==> src/sv/akxor_pkg.sv <==
`timescale 1ns / 1ps
`default_nettype none

package akxor_pkg;

  // Configuration register indexes
  typedef enum logic [0:0] {
    REG_DECRYPT_MODE = 1'b0,
    REG_INITIAL_KEY  = 1'b1
  } cfg_reg_e;

  localparam logic [15:0] KEY_MUL   = 16'd52845;
  localparam logic [15:0] KEY_ADD   = 16'd11719;
  localparam logic [15:0] KEY_RESET = 16'd1234;
  localparam logic [7:0]  CHAR_BASE = 8'd64;

endpackage

`default_nettype wire

==> src/sv/autokey_xor_text_cipher_unit.sv <==
`timescale 1ns / 1ps
`default_nettype none

// Autokey XOR text cipher, one byte (or one character pair) per request.
// Input channel: in_valid_i / in_stall_o with first_char_i, second_char_i and
// message_start_i. A request is taken when valid is high and stall is low.
// Output channel: out_valid_o / out_stall_i with out_first_o, out_second_o
// and text_end_o. A request gives zero or one result.
// Configuration: cfg_valid_i / cfg_ready_o, cfg_index_i selects decrypt_mode
// (0) or initial_key (1); cfg_ready_o is always high. Write only while idle.
// A taken request passes through the input register and then the result
// register. Throughput is one request per cycle while the receiver does not
// stall; the 16-bit key update (add, constant multiply, add) sits in the
// single stage between those registers.
// When the receiver stalls, the result register holds and the input register
// fills; stall is then raised on the input side. A request that gives no
// result (text already ended) drains without touching the output.
// Reset clears both valid flags, the ended flag, sets mode to encrypt and
// loads 1234 into both the initial key and the running key.
module autokey_xor_text_cipher_unit
  import akxor_pkg::*;
(
  input  wire logic        clk_i,
  input  wire logic        rst_ni,
  // configuration
  input  wire logic        cfg_valid_i,
  output logic             cfg_ready_o,
  input  wire logic [0:0]  cfg_index_i,
  input  wire logic [15:0] cfg_data_i,
  // input requests
  input  wire logic        in_valid_i,
  output logic             in_stall_o,
  input  wire logic [7:0]  first_char_i,
  input  wire logic [7:0]  second_char_i,
  input  wire logic        message_start_i,
  // results
  output logic             out_valid_o,
  input  wire logic        out_stall_i,
  output logic [7:0]       out_first_o,
  output logic [7:0]       out_second_o,
  output logic             text_end_o
);

  logic        mode_q;
  logic [15:0] init_key_q;
  logic [15:0] key_q, key_d;
  logic        ended_q, ended_d;

  logic        a_valid_q, a_valid_d;
  logic [7:0]  a_first_q, a_second_q;
  logic        a_start_q;

  logic        out_valid_q, out_valid_d;
  logic [7:0]  out_first_q, out_second_q;
  logic        text_end_q;

  logic        out_blocked, in_accept, a_fire;
  logic [15:0] key_cur, key_sum, key_prod, key_next;
  logic        ended_cur, produce, dec_end;
  logic [7:0]  khi, t_enc, t_dec, t_val, plain;
  logic [7:0]  res_first, res_second;

  assign cfg_ready_o = 1'b1;

  always_ff @(posedge clk_i or negedge rst_ni) begin
    if (!rst_ni) begin
      mode_q     <= 1'b0;
      init_key_q <= KEY_RESET;
    end else if (cfg_valid_i && cfg_ready_o) begin
      unique case (cfg_index_i)
        REG_DECRYPT_MODE: mode_q     <= cfg_data_i[0];
        REG_INITIAL_KEY:  init_key_q <= cfg_data_i;
        default: ;
      endcase
    end
  end

  // handshake
  assign out_blocked = out_valid_q && out_stall_i;
  assign in_stall_o  = a_valid_q && out_blocked;
  assign in_accept   = in_valid_i && !in_stall_o;
  assign a_fire      = a_valid_q && !out_blocked;

  // key step and coding
  always_comb begin
    key_cur   = a_start_q ? init_key_q : key_q;
    ended_cur = a_start_q ? 1'b0 : ended_q;
    khi       = key_cur[15:8];
    t_enc     = a_first_q ^ khi;
    t_dec     = a_first_q - CHAR_BASE + {a_second_q[3:0], 4'b0000};
    t_val     = mode_q ? t_dec : t_enc;
    plain     = t_dec ^ khi;
    produce   = !ended_cur;
    dec_end   = mode_q && (plain == 8'd0);
    key_sum   = {{8{t_val[7]}}, t_val} + key_cur;
    key_prod  = key_sum * KEY_MUL;
    key_next  = key_prod + KEY_ADD;
    if (mode_q) begin
      res_first  = plain;
      res_second = 8'd0;
    end else begin
      res_first  = CHAR_BASE + {4'b0000, t_enc[3:0]};
      res_second = CHAR_BASE + {4'b0000, t_enc[7:4]};
    end
  end

  always_comb begin
    key_d   = key_q;
    ended_d = ended_q;
    if (a_fire) begin
      ended_d = ended_cur || (produce && dec_end);
      if (!produce || dec_end) begin
        key_d = key_cur;
      end else begin
        key_d = key_next;
      end
    end
  end

  always_comb begin
    a_valid_d = a_valid_q;
    if (in_accept) begin
      a_valid_d = 1'b1;
    end else if (a_fire) begin
      a_valid_d = 1'b0;
    end
  end

  always_comb begin
    out_valid_d = out_valid_q;
    if (a_fire) begin
      out_valid_d = produce;
    end else if (!out_stall_i) begin
      out_valid_d = 1'b0;
    end
  end

  always_ff @(posedge clk_i or negedge rst_ni) begin
    if (!rst_ni) begin
      key_q       <= KEY_RESET;
      ended_q     <= 1'b0;
      a_valid_q   <= 1'b0;
      out_valid_q <= 1'b0;
    end else begin
      key_q       <= key_d;
      ended_q     <= ended_d;
      a_valid_q   <= a_valid_d;
      out_valid_q <= out_valid_d;
    end
  end

  always_ff @(posedge clk_i) begin
    if (in_accept) begin
      a_first_q  <= first_char_i;
      a_second_q <= second_char_i;
      a_start_q  <= message_start_i;
    end
    if (a_fire && produce) begin
      out_first_q  <= res_first;
      out_second_q <= res_second;
      text_end_q   <= dec_end;
    end
  end

  assign out_valid_o  = out_valid_q;
  assign out_first_o  = out_first_q;
  assign out_second_o = out_second_q;
  assign text_end_o   = text_end_q;

  // input side only stalls with a result held
  assert property (@(posedge clk_i) disable iff (!rst_ni)
    in_stall_o |-> out_valid_o)
    else $error("input stalled without a held result");

  assert property (@(posedge clk_i) disable iff (!rst_ni)
    (out_valid_o && text_end_o) |-> (out_first_o == 8'd0 && out_second_o == 8'd0))
    else $error("end of text result carries data");

  assert property (@(posedge clk_i) disable iff (!rst_ni)
    (out_valid_o && out_second_o != 8'd0) |-> (out_second_o[7:4] == 4'h4
      && out_first_o[7:4] == 4'h4 && !text_end_o))
    else $error("encrypted characters out of coding range");

  assert property (@(posedge clk_i) disable iff (!rst_ni)
    (a_fire && produce && dec_end) |=> ended_q)
    else $error("end of text not latched");

  assert property (@(posedge clk_i) disable iff (!rst_ni)
    (a_fire && ended_q && !a_start_q) |=> (!out_valid_o && $stable(key_q)))
    else $error("request after end of text produced a result");

endmodule

`default_nettype wire

==> config.mk <==
export PLATFORM = sky130hd
export DESIGN_NAME = autokey_xor_text_cipher_unit
export DESIGN_NICKNAME = d
export VERILOG_FILES = /design/src/sv/akxor_pkg.sv /design/src/sv/autokey_xor_text_cipher_unit.sv
export SDC_FILE = /design/constraint.sdc
export NUM_CORES = 1
export LEC_CHECK = 0
export ABC_AREA = 1
export BUFFER_PORTS_ARGS = -buffer_cell sky130_fd_sc_hd__buf_2
export CAP_MARGIN = 10
export CORE_MARGIN = 4
export CORE_UTILIZATION = 65
export DETAILED_ROUTE_END_ITERATION = 7
export HOLD_SLACK_MARGIN = 0.03
export PLACE_DENSITY = 0.86
export SLEW_MARGIN = 20
export SYNTH_ARGS = -nofsm -noshare
export SYNTH_HDL_FRONTEND = slang
export SYNTH_SLANG_ARGS = --single-unit
==> constraint.sdc <==
create_clock -name clk_i -period 11.23 [get_ports clk_i]
set_input_delay 0.5615 -clock clk_i [delete_from_list [all_inputs] [get_ports clk_i]]
set_output_delay 0.5615 -clock clk_i [all_outputs]
set_load 0.1 [all_outputs]
---- Yosys cells after proc, flatten, opt, wreduce, memory -nomap -nowiden ----
Index checks and enable logic that the tools add are counted.
cells by class
  add/subtract/negate cells ............... 6
  $mul .................................... 1
  equality and inequality tests ........... 1
  muxes and demuxes ....................... 9
  bitwise logic cells ..................... 3
  reductions and logical operators ........ 16
operators with widths
  kind                                                                    count
  16-bit 2-to-1 mux                                                       2
  16-bit by 14-bit adder with 16-bit output (second input constant)       1
  16-bit adder                                                            1
  7-bit by 4-bit adder with 8-bit output (first input constant)           2
  16-bit by 15-bit multiplier with 16-bit output (second input constant)  1
  8-bit 2-to-1 mux                                                        2
  8-bit XOR                                                               2
  8-bit adder                                                             1
  8-bit logical NOT                                                       1
  8-bit by 7-bit subtractor with 8-bit output (second input constant)     1
  1-bit logical AND                                                       7
  1-bit 2-to-1 mux                                                        5
  2-bit AND reduction                                                     2
  1-bit logical NOT                                                       3
  1-bit logical OR                                                        2
  2-bit by 1-bit != test with 1-bit output (second input constant)        1
  2-bit nonzero test                                                      1
  1-bit NOT                                                               1
word-level totals
  register bits after elaboration ......... 66
  input port bits ......................... 39
  output and inout port bits .............. 20
  logic and storage cells ................. 48

---- Depth between registers and ports, before layout ----
  word-level depth ........................ 7
  gate-level depth with buffers ........... 47
  gate-level depth less buffers ........... 46

---- Least setup slack after synthesis ----
OpenSTA, ideal clock, no wires.
  kind .................................... register to register
  start point ............................. reg a_first_q[5]
  end point ............................... reg key_q[15]
  library setup time ...................... 117 ps
  arrival ................................. 7287 ps
  required time ........................... 11113 ps
  path slack .............................. 3826 ps
  stages on the path, launching flop included .. 38
  buffers on the path ..................... 0
  clock period less this slack ............ 7404 ps
  path through ............................ edfxtp_1 -> ha_1 -> ha_1 -> fa_1 -> xnor2_1 -> nand2_1 -> nand2_1 -> nand2_1 -> o21ai_0 -> ha_1 -> a21oi_1 -> o21ai_0 -> a21oi_1 -> o21ai_0 -> xor2_1 -> inv_1 -> ha_1 -> inv_1 -> [... 2 more ...] -> inv_1 -> fa_1 -> inv_1 -> fa_1 -> fa_1 -> inv_1 -> ha_1 -> a21o_1 -> a31oi_1 -> o21ai_0 -> a31oi_1 -> nand3_1 -> nand2_1 -> inv_1 -> nand2_1 -> nand3_1 -> nand2_1 -> nand2_1
between the ends
  cells in the longest elaborated chain, start to end .. 7
  elaborated cells between the ends (all ways) .. 12
ends and longest elaborated chain
  element                                                                              line                                                                     source
  from (decl)                                                                          autokey_xor_text_cipher_unit.sv:50                                       logic [7:0] a_first_q, a_second_q;
  from (signal assigned)                                                               autokey_xor_text_cipher_unit.sv:154                                      a_first_q <= first_char_i;
  8-bit by 7-bit subtractor with 8-bit output                                          autokey_xor_text_cipher_unit.sv:90                                       t_dec = a_first_q - CHAR_BASE + {a_second_q[3:0], 4'b0000};
  8-bit adder                                                                          autokey_xor_text_cipher_unit.sv:90
  8-bit 2-to-1 mux or 8-bit XOR (tied branches)                                        autokey_xor_text_cipher_unit.sv:91, autokey_xor_text_cipher_unit.sv:92
  16-bit adder or 8-bit logical NOT (tied branches)                                    autokey_xor_text_cipher_unit.sv:95, autokey_xor_text_cipher_unit.sv:94
  16-bit by 15-bit multiplier with 16-bit output or 1-bit logical AND (tied branches)  autokey_xor_text_cipher_unit.sv:96, autokey_xor_text_cipher_unit.sv:94
  16-bit by 14-bit adder with 16-bit output or 1-bit logical OR (tied branches)        autokey_xor_text_cipher_unit.sv:97, autokey_xor_text_cipher_unit.sv:112
  16-bit 2-to-1 mux (*)                                                                autokey_xor_text_cipher_unit.sv:112                                      if (!produce || dec_end) begin
  to (signal assigned)                                                                 autokey_xor_text_cipher_unit.sv:145                                      key_q <= key_d;
  to (decl)                                                                            autokey_xor_text_cipher_unit.sv:46                                       logic [15:0] key_q, key_d;
Mark *: on every way between the ends. The rest lies on a longest branch, timed or not.
A chain may end at the register's enable or synchronous reset.

---- Worst setup path after layout ----
  start point ............................. reg a_start_q
  end point ............................... reg key_q[15]
between the ends
  cells in the longest elaborated chain, start to end .. 7
  elaborated cells between the ends (all ways) .. 12
ends and longest elaborated chain
  element                                         line                                 source
  from (decl)                                     autokey_xor_text_cipher_unit.sv:51   logic a_start_q;
  from (signal assigned)                          autokey_xor_text_cipher_unit.sv:156  a_start_q <= message_start_i;
  16-bit 2-to-1 mux                               autokey_xor_text_cipher_unit.sv:86   key_cur = a_start_q ? init_key_q : key_q;
  8-bit XOR                                       autokey_xor_text_cipher_unit.sv:89   t_enc = a_first_q ^ khi;
  8-bit 2-to-1 mux                                autokey_xor_text_cipher_unit.sv:91   t_val = mode_q ? t_dec : t_enc;
  16-bit adder                                    autokey_xor_text_cipher_unit.sv:95   key_sum = {{8{t_val[7]}}, t_val} + key_cur;
  16-bit by 15-bit multiplier with 16-bit output  autokey_xor_text_cipher_unit.sv:96   key_prod = key_sum * KEY_MUL;
  16-bit by 14-bit adder with 16-bit output       autokey_xor_text_cipher_unit.sv:97   key_next = key_prod + KEY_ADD;
  16-bit 2-to-1 mux (*)                           autokey_xor_text_cipher_unit.sv:112
Marks and branches as above.

==> flow_summary_export.csv <==
group,metric,value,unit
sta,max_freq,0.114,GHz
clock_tree,clk_pin_slew,0.08,ns
run_status,status,"finished, final reports clean",
floorplanning,die_h,108,um
finish,syn2layout_area_growth,8.18,%
synth,ys_warn_count,0,
detailed_routing,drt-initial-drc-count,244,
synth,synth.avg_cell_area,8.54,um^2
clock_tree,cts_tree,"yes",
sta,maxSlewHeadroom,31.8,%
sta,worst_slack,2.46,ns
synth,netlist.area_leader.share,16.2,%
synth,synth_cell_types,42,
synth,syn_area,6480,um^2
clock_tree,cts-resized-gates,0,
critical_path,crit_type,"flop to flop",
global_routing,track_usage,27.7,%
global_routing,grt_pass1_vias,5336,
synth,syn_inst,759,
floorplanning,die_width,108,um
placed_design,post-place-ws,2.55,ns
critical_path,crit_path_max_fanout,21,
synth,synth_edf_count,27,
finish,fillCellCount,726,
synth,yosysTopAreaCell,"ha_1",
critical_path,required,11.47,ns
sta,worstMarginPinSlew,1.02,ns
placed_design,port-buffer-count,50,
sta,min_period,8.77,ns
clock_tree,cts.htree.levels,3,
clock_tree,cts_sinks,63,
finish,fin_nets,978,
floorplanning,coreArea,9730,um^2
placed_design,place_hpwl,12100,um
floorplanning,die_area,11600,um^2
critical_path,cp_slowest_stage_delay,0.86,ns
min_path,hp-class,"input pin to asynchronous set/reset pin",
global_routing,antenna_found_initial,0,
clock_tree,postCtsSetupRepairBufs,0,
critical_path,arrival,9.00,ns
detailed_routing,viasPerCell,5.42,
synth,ys_top_cells_by_count,"inv_1 (168), nand2_1 (128), ha_1 (84)",
sta,finClkSkew,0.0132,ns
synth,synth_flop_cell,"edfxtp_1",
global_routing,grt_max_degree,37,
synth,synthArstFlopShare,57.1,%
sta,rsz0062_at_grt,"false",
synth,yosysSeqAreaShare,26.6,%
sta,slew_viol_final,0,
finish,drive_gt1_share,13.6,%
synth,synth-seq-cells,63,
clock_tree,root_buffer,"clkbuf_8",
sta,finalCritPeriodShare,78.1,%
critical_path,cp_slowest_cell,"edfxtp_1",
global_routing,grt_pass1_wl,25000,um
sta,hold_viol_final,0,
global_routing,grt_overflow,0,
finish,antennaDiodeCount,0,
synth,synthTopCellsByArea,"ha_1 (16%), fa_1 (14%), edfxtp_1 (13%)",
critical_path,end_kind,"flop",
clock_tree,cts_buffer_depth,2,
flow_run,maxCapViolations,0,
clock_tree,hold_buffers,0,
synth,synth_most_common_cell,"inv_1",
clock_tree,numCtsBuffers,9,
placed_design,gp_congestion,0.921,
floorplanning,fp-row-count,36,
detailed_routing,ant_nets,0,
detailed_routing,avgRoutedWirePerCell,16.1,um
detailed_routing,vias,5129,
sta,setup_viol,0,
detailed_routing,drc,0,
floorplanning,start_util,66.6,%
detailed_routing,dr.pass1.iters,5,
clock_tree,clk_latency,0.35,ns
sta,setup_tns,0,ns
detailed_routing,totalWireLength,15200,um
critical_path,cp-start-kind,"flop",
floorplanning,io_pins,59,
area by class of cell:
class / count / area [um^2] / share of cell area, %
repair buffers: 51 / 258 / 3.67
flip-flops and latches: 63 / 1720 / 24.6
clock inverters: 2 / 11.3 / 0.161
multi-input cells: 512 / 4020 / 57.3
clock buffers: 14 / 184 / 2.62
inverters: 172 / 648 / 9.24
well taps: 133 / 166 / 2.37
state kept, by name, indices dropped and copies added, names as in the netlist:
signal	cells
init_key_q	16
key_q	16
a_first_q	8
out_first_o	8
out_second_o	5
a_second_q	4
a_start_q	1
a_valid_q	1
ended_q	1
mode_q	1
out_valid_o	1
text_end_o	1
critical path, delay by kind of cell (launching register included):
family,cells,cell delay (ns)
buf+inv,9,0.75
flops,1,0.86
compound gates,11,1.95
fa+ha+maj,8,3.53
simple gates,13,1.37
xor+xnor,1,0.21
metal layers:
metal | part of all wire, % | GRT usage [%]
met1 | 41 | 33.7
met2 | 50 | 49.2
met3 | 5.5 | 4.20
met4 | 2.9 | 11.2
met5 | 0 | 0
stage by stage:
| step | utilization [%] | hold slack [ns] | instance area (um^2) | instances |
|---|---|---|---|---|
| after detailed placement | 70.1 | 0.461 | 6820 | 931 |
| after global routing | 72.1 | 0.352 | 7010 | 947 |
| after global placement | 70.1 | 0.460 | 6820 | 931 |
| final | 72.1 | 0.295 | 7010 | 947 |
| after CTS | 72.1 | 0.305 | 7010 | 947 |
| after floorplan | - | 0.266 | 6490 | 761 |
cell usage in the layout, fill, tap and decap left out, drive strengths merged:
cell     Yosys  layout
a211oi       1       1
a21o         2       2
a21oi       32      32
a22oi        1       1
a31oi        5       5
and3         1       1
buf          9      51
clkbuf       5      14
clkinv       1       2
conb         2       4
dfrtp       26      26
dfstp       10      10
edfxtp      27      27
fa          46      46
ha          84      84
inv        171     172
mux2        14      14
nand2      129     129
nand3       24      24
nand3b       2       2
nor2        38      38
nor3         6       6
nor4         1       1
o2111ai      1       1
o211ai       3       3
o21ai       61      61
o21bai       3       3
o22ai        1       1
or2         13      13
xnor2       12      12
xor2        28      28
worst paths after layout:
path / startpoint / endpoint / slack, ns / cells after the start
max: a_start_q / key_q[15] / 2.46 / 42
min: rst_ni / key_q[13] / 0.30 / 1
max reg2reg: a_start_q / key_q[15] / 2.46 / 42
min reg2reg: key_q[5] / key_q[5] / 0.48 / 2
max in group asynchronous: rst_ni / key_q[9] / 10.43 / 1
min in group clk_i: first_char_i[5] / a_first_q[5] / 0.39 / 1
cells by family after synthesis:
family / count (synthesis) / synth area share [%]
other: 2 / 0.116
xor gates and xnor gates: 40 / 5.40
AOI/OAI and AO/OA: 110 / 9.51
adders and majority gates: 130 / 30.4
and+or+nand+nor: 214 / 14.0
buffers and inverters: 186 / 11.5
muxes: 14 / 2.43
DFF: 63 / 26.6
Power is not shown: default switching activity piles up to over one toggle a cycle in this logic, so the estimate is an artifact.
